[config.mk]
export PLATFORM = sky130hd
export DESIGN_NAME = pose_frame_deframer
export DESIGN_NICKNAME = d
export VERILOG_FILES = /design/src/pfd_pkg.sv /design/src/pose_frame_deframer.sv
export SDC_FILE = /design/constraint.sdc
export NUM_CORES = 1
export LEC_CHECK = 0
export ABC_AREA = 0
export BUFFER_PORTS_ARGS = -buffer_cell sky130_fd_sc_hd__buf_4
export CAP_MARGIN = 0
export CORE_MARGIN = 5
export CORE_UTILIZATION = 26
export CTS_BUF_LIST = sky130_fd_sc_hd__clkbuf_8
export CTS_CLUSTER_DIAMETER = 200
export DETAILED_ROUTE_END_ITERATION = 10
export GPL_ROUTABILITY_DRIVEN = 0
export SYNTH_ARGS = -nofsm -noshare
export SYNTH_HDL_FRONTEND = slang
export SYNTH_SLANG_ARGS = --single-unit
[constraint.sdc]
create_clock -name clk -period 21.2 [get_ports clk]
set_input_delay 3.18 -clock clk [delete_from_list [all_inputs] [get_ports clk]]
set_output_delay 3.18 -clock clk [all_outputs]
set_load 0.005 [all_outputs]
[src/pfd_pkg.sv]
package pfd_pkg;

    // Frame delimiters.
    localparam logic [7:0] HDR_FIRST  = 8'h0D;
    localparam logic [7:0] HDR_SECOND = 8'h0A;
    localparam logic [7:0] TRL_FIRST  = 8'h0A;
    localparam logic [7:0] TRL_SECOND = 8'h0D;

    // Frame geometry.
    localparam int PAYLOAD_LEN = 24;
    localparam int WORD_COUNT  = 6;
    localparam int IDX_W       = $clog2(PAYLOAD_LEN);

    // Frame phase codes.
    localparam int PHASE_W = 3;
    localparam logic [PHASE_W-1:0] PH_HUNT    = 3'd0;
    localparam logic [PHASE_W-1:0] PH_HDR2    = 3'd1;
    localparam logic [PHASE_W-1:0] PH_PAYLOAD = 3'd2;
    localparam logic [PHASE_W-1:0] PH_TRL1    = 3'd3;
    localparam logic [PHASE_W-1:0] PH_TRL2    = 3'd4;

    typedef logic [IDX_W-1:0] idx_t;
    typedef logic [31:0] word_t;

endpackage

[src/pose_frame_deframer.sv]
// Pose frame deframer. Each input transaction carries one received serial
// byte. The block hunts for the header 0x0D 0x0A (extra 0x0D bytes keep it
// waiting for the 0x0A), stores the next 24 bytes whatever their values, and
// then expects the trailer 0x0A 0x0D. A good trailer produces one output
// transaction of six 32-bit words, each packed little-endian from four
// payload bytes in order: z angle, x angle, y angle, x position, y position
// and yaw rate. The words are float bit patterns passed through unchanged.
// A mismatching byte returns the block to the hunt and is not itself taken as
// a header start. Rate: one byte per clock cycle. A byte is registered on
// acceptance and then processed from that register by the phase machine; the
// only thing that can hold off input is a finished frame that sits in the
// output register while the downstream side does not take it. The frame is
// loaded into the output register when the phase machine takes the final
// trailer byte from the input register.
module pose_frame_deframer
    import pfd_pkg::*;
(
    input  logic        clk,
    input  logic        rst_n,

    input  logic        in_valid,
    output logic        in_ready,
    input  logic [7:0]  rx_byte,

    output logic        out_valid,
    input  logic        out_ready,
    output logic [31:0] z_angle_bits,
    output logic [31:0] x_angle_bits,
    output logic [31:0] y_angle_bits,
    output logic [31:0] position_x_bits,
    output logic [31:0] position_y_bits,
    output logic [31:0] yaw_rate_bits
);

    // Input register: holds the accepted byte while the phase machine processes it.
    logic        stage_valid_reg;
    logic [7:0]  stage_byte_reg;

    // Frame state.
    logic [PHASE_W-1:0] phase_reg, phase_next;
    idx_t               index_reg, index_next;
    logic [7:0]         payload_store_reg [PAYLOAD_LEN];

    // Output register.
    logic  out_valid_reg;
    word_t out_word_reg [WORD_COUNT];
    word_t packed_word  [WORD_COUNT];

    logic emit;
    logic advance;
    logic store_en;

    // A good final trailer byte completes a frame.
    assign emit = (phase_reg == PH_TRL2) && (stage_byte_reg == TRL_SECOND);

    // The staged byte moves on unless it completes a frame while the output
    // register still holds one that has not been taken.
    assign advance  = stage_valid_reg && (!emit || !out_valid_reg || out_ready);
    assign in_ready = !stage_valid_reg || advance;

    always_comb
    begin
        phase_next = phase_reg;
        index_next = index_reg;
        store_en   = 1'b0;
        unique case (phase_reg)
            PH_HUNT:
            begin
                phase_next = (stage_byte_reg == HDR_FIRST) ? PH_HDR2 : PH_HUNT;
            end
            PH_HDR2:
            begin
                if (stage_byte_reg == HDR_SECOND)
                begin
                    index_next = '0;
                    phase_next = PH_PAYLOAD;
                end
                else if (stage_byte_reg != HDR_FIRST)
                begin
                    phase_next = PH_HUNT;
                end
            end
            PH_PAYLOAD:
            begin
                if (index_reg < idx_t'(PAYLOAD_LEN - 1))
                begin
                    store_en   = 1'b1;
                    index_next = index_reg + idx_t'(1);
                end
                else
                begin
                    // The last payload byte, or an index that is out of range,
                    // closes the payload.
                    store_en   = (index_reg == idx_t'(PAYLOAD_LEN - 1));
                    index_next = '0;
                    phase_next = PH_TRL1;
                end
            end
            PH_TRL1:
            begin
                phase_next = (stage_byte_reg == TRL_FIRST) ? PH_TRL2 : PH_HUNT;
            end
            PH_TRL2:
            begin
                phase_next = PH_HUNT;
            end
            default:
            begin
                phase_next = PH_HUNT;
            end
        endcase
    end

    // Little-endian packing of the payload into words.
    always_comb
    begin
        for (int k = 0; k < WORD_COUNT; k++)
        begin
            packed_word[k] = {payload_store_reg[4*k+3], payload_store_reg[4*k+2],
                              payload_store_reg[4*k+1], payload_store_reg[4*k]};
        end
    end

    always_ff @(posedge clk or negedge rst_n)
    begin
        if (!rst_n)
        begin
            stage_valid_reg <= 1'b0;
            phase_reg       <= PH_HUNT;
            index_reg       <= '0;
            out_valid_reg   <= 1'b0;
        end
        else
        begin
            if (in_ready)
            begin
                stage_valid_reg <= in_valid;
            end
            if (advance)
            begin
                phase_reg <= phase_next;
                index_reg <= index_next;
            end
            if (advance && emit)
            begin
                out_valid_reg <= 1'b1;
            end
            else if (out_ready)
            begin
                out_valid_reg <= 1'b0;
            end
        end
    end

    always_ff @(posedge clk)
    begin
        if (in_ready && in_valid)
        begin
            stage_byte_reg <= rx_byte;
        end
        if (advance && store_en)
        begin
            payload_store_reg[index_reg] <= stage_byte_reg;
        end
        if (advance && emit)
        begin
            for (int k = 0; k < WORD_COUNT; k++)
            begin
                out_word_reg[k] <= packed_word[k];
            end
        end
    end

    assign out_valid       = out_valid_reg;
    assign z_angle_bits    = out_word_reg[0];
    assign x_angle_bits    = out_word_reg[1];
    assign y_angle_bits    = out_word_reg[2];
    assign position_x_bits = out_word_reg[3];
    assign position_y_bits = out_word_reg[4];
    assign yaw_rate_bits   = out_word_reg[5];

    // A completed frame that is allowed to advance shows up on the output.
    assert property (@(posedge clk) disable iff (!rst_n)
        (advance && emit) |=> out_valid_reg)
        else $error("completed frame did not reach the output register");

    // A new output transaction only follows the final trailer phase.
    assert property (@(posedge clk) disable iff (!rst_n)
        $rose(out_valid_reg) |-> ($past(phase_reg) == PH_TRL2))
        else $error("output raised outside the final trailer phase");

    // The payload index is cleared whenever the block is outside the payload.
    assert property (@(posedge clk) disable iff (!rst_n)
        (phase_reg != PH_PAYLOAD) |-> (index_reg == '0))
        else $error("payload index not cleared outside the payload phase");

    // The index never leaves the payload range.
    assert property (@(posedge clk) disable iff (!rst_n)
        index_reg < idx_t'(PAYLOAD_LEN))
        else $error("payload index out of range");

    // A held byte is not overwritten while its frame waits for the output.
    assert property (@(posedge clk) disable iff (!rst_n)
        (stage_valid_reg && !advance) |=> $stable(stage_byte_reg))
        else $error("staged byte changed while stalled");

endmodule

==> impl_results.rst <==
.. list-table::
   :header-rows: 1

   * - Metric
     - Value
   * - Final Hold Viols
     - 0
   * - Top-level port count
     - 206
   * - Wire length per cell
     - 19.0 um
   * - Floorplan Core Area
     - 47900 sq um
   * - Ratio of total power to cell area
     - 101 nW/um^2
   * - First-pass DRT Iterations
     - 4
   * - Placed Cells
     - 1330
   * - Busiest layer in global routing
     - met2
   * - TritonCTS clock tree
     - built
   * - Initial core utilization
     - 26.3%
   * - Number of instances in the synthesized netlist
     - 501
   * - Worst path top cell family by delay
     - simple AND/OR/NAND/NOR gates
   * - Sink Count
     - 402
   * - Count of non-filler cells in the finished layout
     - 1453
   * - Fraction of the yosys area taken by sequential cells
     - 95.2%
   * - Vias post-DR
     - 5738
   * - Fraction of synthesized area in multiplexers
     - 0.317%
   * - Wirelength, routed
     - 27600 um
   * - Flop and latch count out of synthesis
     - 402
   * - Count of hold-fix buffers inserted at cts
     - 0
   * - Number of setup buffers added after CTS
     - 0
   * - Met3 track demand over resource in global routing
     - 3.39%
   * - Wire length of the first global-routing pass
     - 39400 um
   * - Type of the worst min-delay path
     - flop to flop
   * - Post-route clock skew
     - 0.0374 ns
   * - Share of the synthesized area in compound gates (AO/OA/AOI/OAI)
     - 0.852%
   * - Most frequent cell on the critical path
     - buf_4
   * - Synthesis-to-layout area growth
     - 29.4%
   * - WS Path Type
     - input pin to output pin
   * - Arr. time, crit path
     - 3.91 ns
   * - Overall routing resource usage
     - 10.2%
   * - Transition time of the tightest slew-check pin
     - 0.950 ns
   * - Number of global-route vias before repair
     - 6049
   * - CTS H-tree lvls
     - 3
   * - Die area
     - 53100 sq um
   * - Global Route met1 Usage
     - 12.5%
   * - Startpoint class of the critical path
     - input pin
   * - Die extent in y
     - 230 um
   * - Buffers & Inverters on Critical Path
     - 2
   * - Number of nets still failing antenna checks after routing
     - 0
   * - Period utilisation layout
     - 33.5%
   * - Layout cells sized above 1
     - 37.0%
   * - Count of unresolved DRC violations after routing
     - 0
   * - Distinct cell type count of the synthesized netlist
     - 33
   * - Unrepaired setup endpoints after global routing
     - false
   * - Critical Path Sink Type
     - output pin
   * - Post-layout nets
     - 802
   * - Total setup violations reported at the end of the flow
     - 0
   * - Syn Std Cell Area
     - 12600 sq um
   * - Cell leakage power
     - 5.65 nW
   * - Nets in the synthesized netlist
     - 517
   * - Cell Area, Placed
     - 15000 sq um
   * - Antenna violations before repair
     - 1
   * - Total of cells resized after clock tree synthesis
     - 0
   * - Number of violations reported at the end of detailed-routing iteration 0
     - 286
   * - Origin of the worst setup path
     - out_ready
   * - Cell with the largest stage delay on the worst path
     - nor2b_1
   * - Number of warnings printed during yosys synthesis
     - 0
   * - XOR/XNOR share of the synthesized area
     - 0%
   * - Placed wire-length estimate
     - 16400 um
   * - Maximum number of pins on one net before global-route repair
     - 79
   * - Dominant combinational cell family by area after synthesis
     - simple AND/OR/NAND/NOR gates
   * - Slew headroom
     - 36.7%
   * - Critical Path Max Stage Delay
     - 0.26 ns
   * - Insertion delay of the later-clocked pin in the worst-skew pair
     - 0.63 ns
   * - Primary flip-flop cell chosen by synthesis mapping
     - edfxtp_1
   * - Area share of and/or/nand/nor cells after synthesis
     - 2.91%
   * - M2 GR Usage
     - 16.5%
   * - Setup_tns
     - 0 ns
   * - Horizontal die dimension
     - 230 um
   * - Critical Path RT
     - 18.02 ns
   * - Pins Over Slew Limit
     - 0
   * - Post-Synthesis Mean Instance Area
     - 25.2 sq um
   * - Clk root buf
     - clkbuf_8
   * - Critical-path maximum fanout
     - 4
   * - Status
     - completed
   * - Final critical delay including setup and external delays
     - 7.09 ns
   * - Min-delay src
     - payload_store_reg[9][5]
   * - Critical register-to-register path startpoint
     - stage_byte_reg[5]
   * - Worst ir drop on vdd
     - 0.0501 mV
   * - Count of flip-flops with a built-in enable after synthesis
     - 392
   * - Max Freq
     - 141 MHz
   * - Max-Cap Viols
     - 0
   * - Max Root-Sink Buffers
     - 3
   * - Design area
     - 16400 sq um
   * - # port buffers
     - 205
   * - Cell Rows
     - 80
   * - Most frequent standard cell in the layout excluding fill and tap cells
     - edfxtp_1
   * - Congestion Overflow GR
     - 0
   * - Setup slack, reg-to-reg
     - 17.69 ns
   * - Inserted Clock Buffers
     - 69
   * - Cell breakdown of the critical path
     - buf_4 -> nor2b_1 -> nand4_1 -> buf_4
   * - Async S/R FF share, synth
     - 2.49%
   * - Clock input transition at the sequential cells of the worst setup and hold paths
     - 0.06 ns
   * - Ant. Diodes
     - 0
   * - Leading cell types in the layout, fill and taps excluded
     - edfxtp_1 (392), buf_4 (216), clkbuf_8 (70)
   * - Area share of fa/ha/maj cells after synthesis
     - 0.396%
   * - Number of vias per cell after detailed routing
     - 3.95
path summary, 6_finish.rpt:
kind                                        to  depth (start not counted)
min in group asynchronous      stage_valid_reg                          1
setup / recovery                      in_ready                          4
setup reg to reg           out_word_reg[1][11]                          7
hold reg to reg            out_word_reg[2][13]                          0
max in group asynchronous         index_reg[1]                          1
hold / removal             out_word_reg[2][13]                          0
cells by family after synthesis:
| logic type | after synthesis |
|---|---|
| flip-flops | 402 |
| multiplexers | 4 |
| adder cells (fa/ha/maj) | 4 |
| AND/OR/NAND/NOR | 68 |
| AO/OA/AOI/OAI | 13 |
| buffers and inverters | 10 |
report_power, final:
part           internal (W)  leakage [nW]  switching [W]  total (W)
Clock              0.000362         0.750       0.000308   0.000671
Sequential         0.000890          3.66      0.0000137   0.000904
Combinational     0.0000204          1.24      0.0000523  0.0000727
Total               0.00127          5.65       0.000374    0.00165
Yosys cell counts, types with 2 or more instances:
master | count | share of area [%]
dfrtp_1 | 10 | 2.0
a31o_2 | 2 | 0.14
and2_1 | 2 | 0.099
o211ai_1 | 3 | 0.18
edfxtp_1 | 392 | 93
nand3_1 | 9 | 0.36
nand2b_1 | 4 | 0.20
o21ai_0 | 2 | 0.079
nor2_1 | 27 | 0.80
nand2_1 | 5 | 0.15
inv_1 | 8 | 0.24
or3_1 | 2 | 0.099
nor3b_1 | 2 | 0.12
ha_1 | 4 | 0.40
and4b_1 | 2 | 0.16
nor2b_1 | 2 | 0.099
mux2i_1 | 4 | 0.32
nand4_1 | 6 | 0.30
per-stage QoR:
stage          power [W]  setup slack (ns)  util, %  hold WS, ns
2_1_floorplan   0.000962              3.99        -        0.400
5_1_grt          0.00172             13.99     34.1        0.404
3_5_place_dp    0.000996             14.12     31.3        0.405
6_report         0.00165             14.11     34.1        0.398
4_1_cts          0.00168             14.10     34.1        0.403
3_3_place_gp    0.000994             14.11     31.3        0.400
cell type report:
type,instances,area (sq um)
Tap cell,615,769
Clock inverter,53,374
Multi-Input combinational cell,89,571
Inverter,8,30.0
Timing Repair Buffer,216,1620
Clock buffer,70,963
Fill cell,4459,31600
Sequential cell,402,12000
metal layers:
| layer | vias to the layer above | wire length, um |
|---|---|---|
| met5 | - | 0 |
| met4 | 0 | 626 |
| met3 | 44 | 1780 |
| met2 | 203 | 13500 |
| met1 | 2897 | 11700 |
| li1 | 2594 | - |
Note: power is estimated with default switching activity, not from simulation.
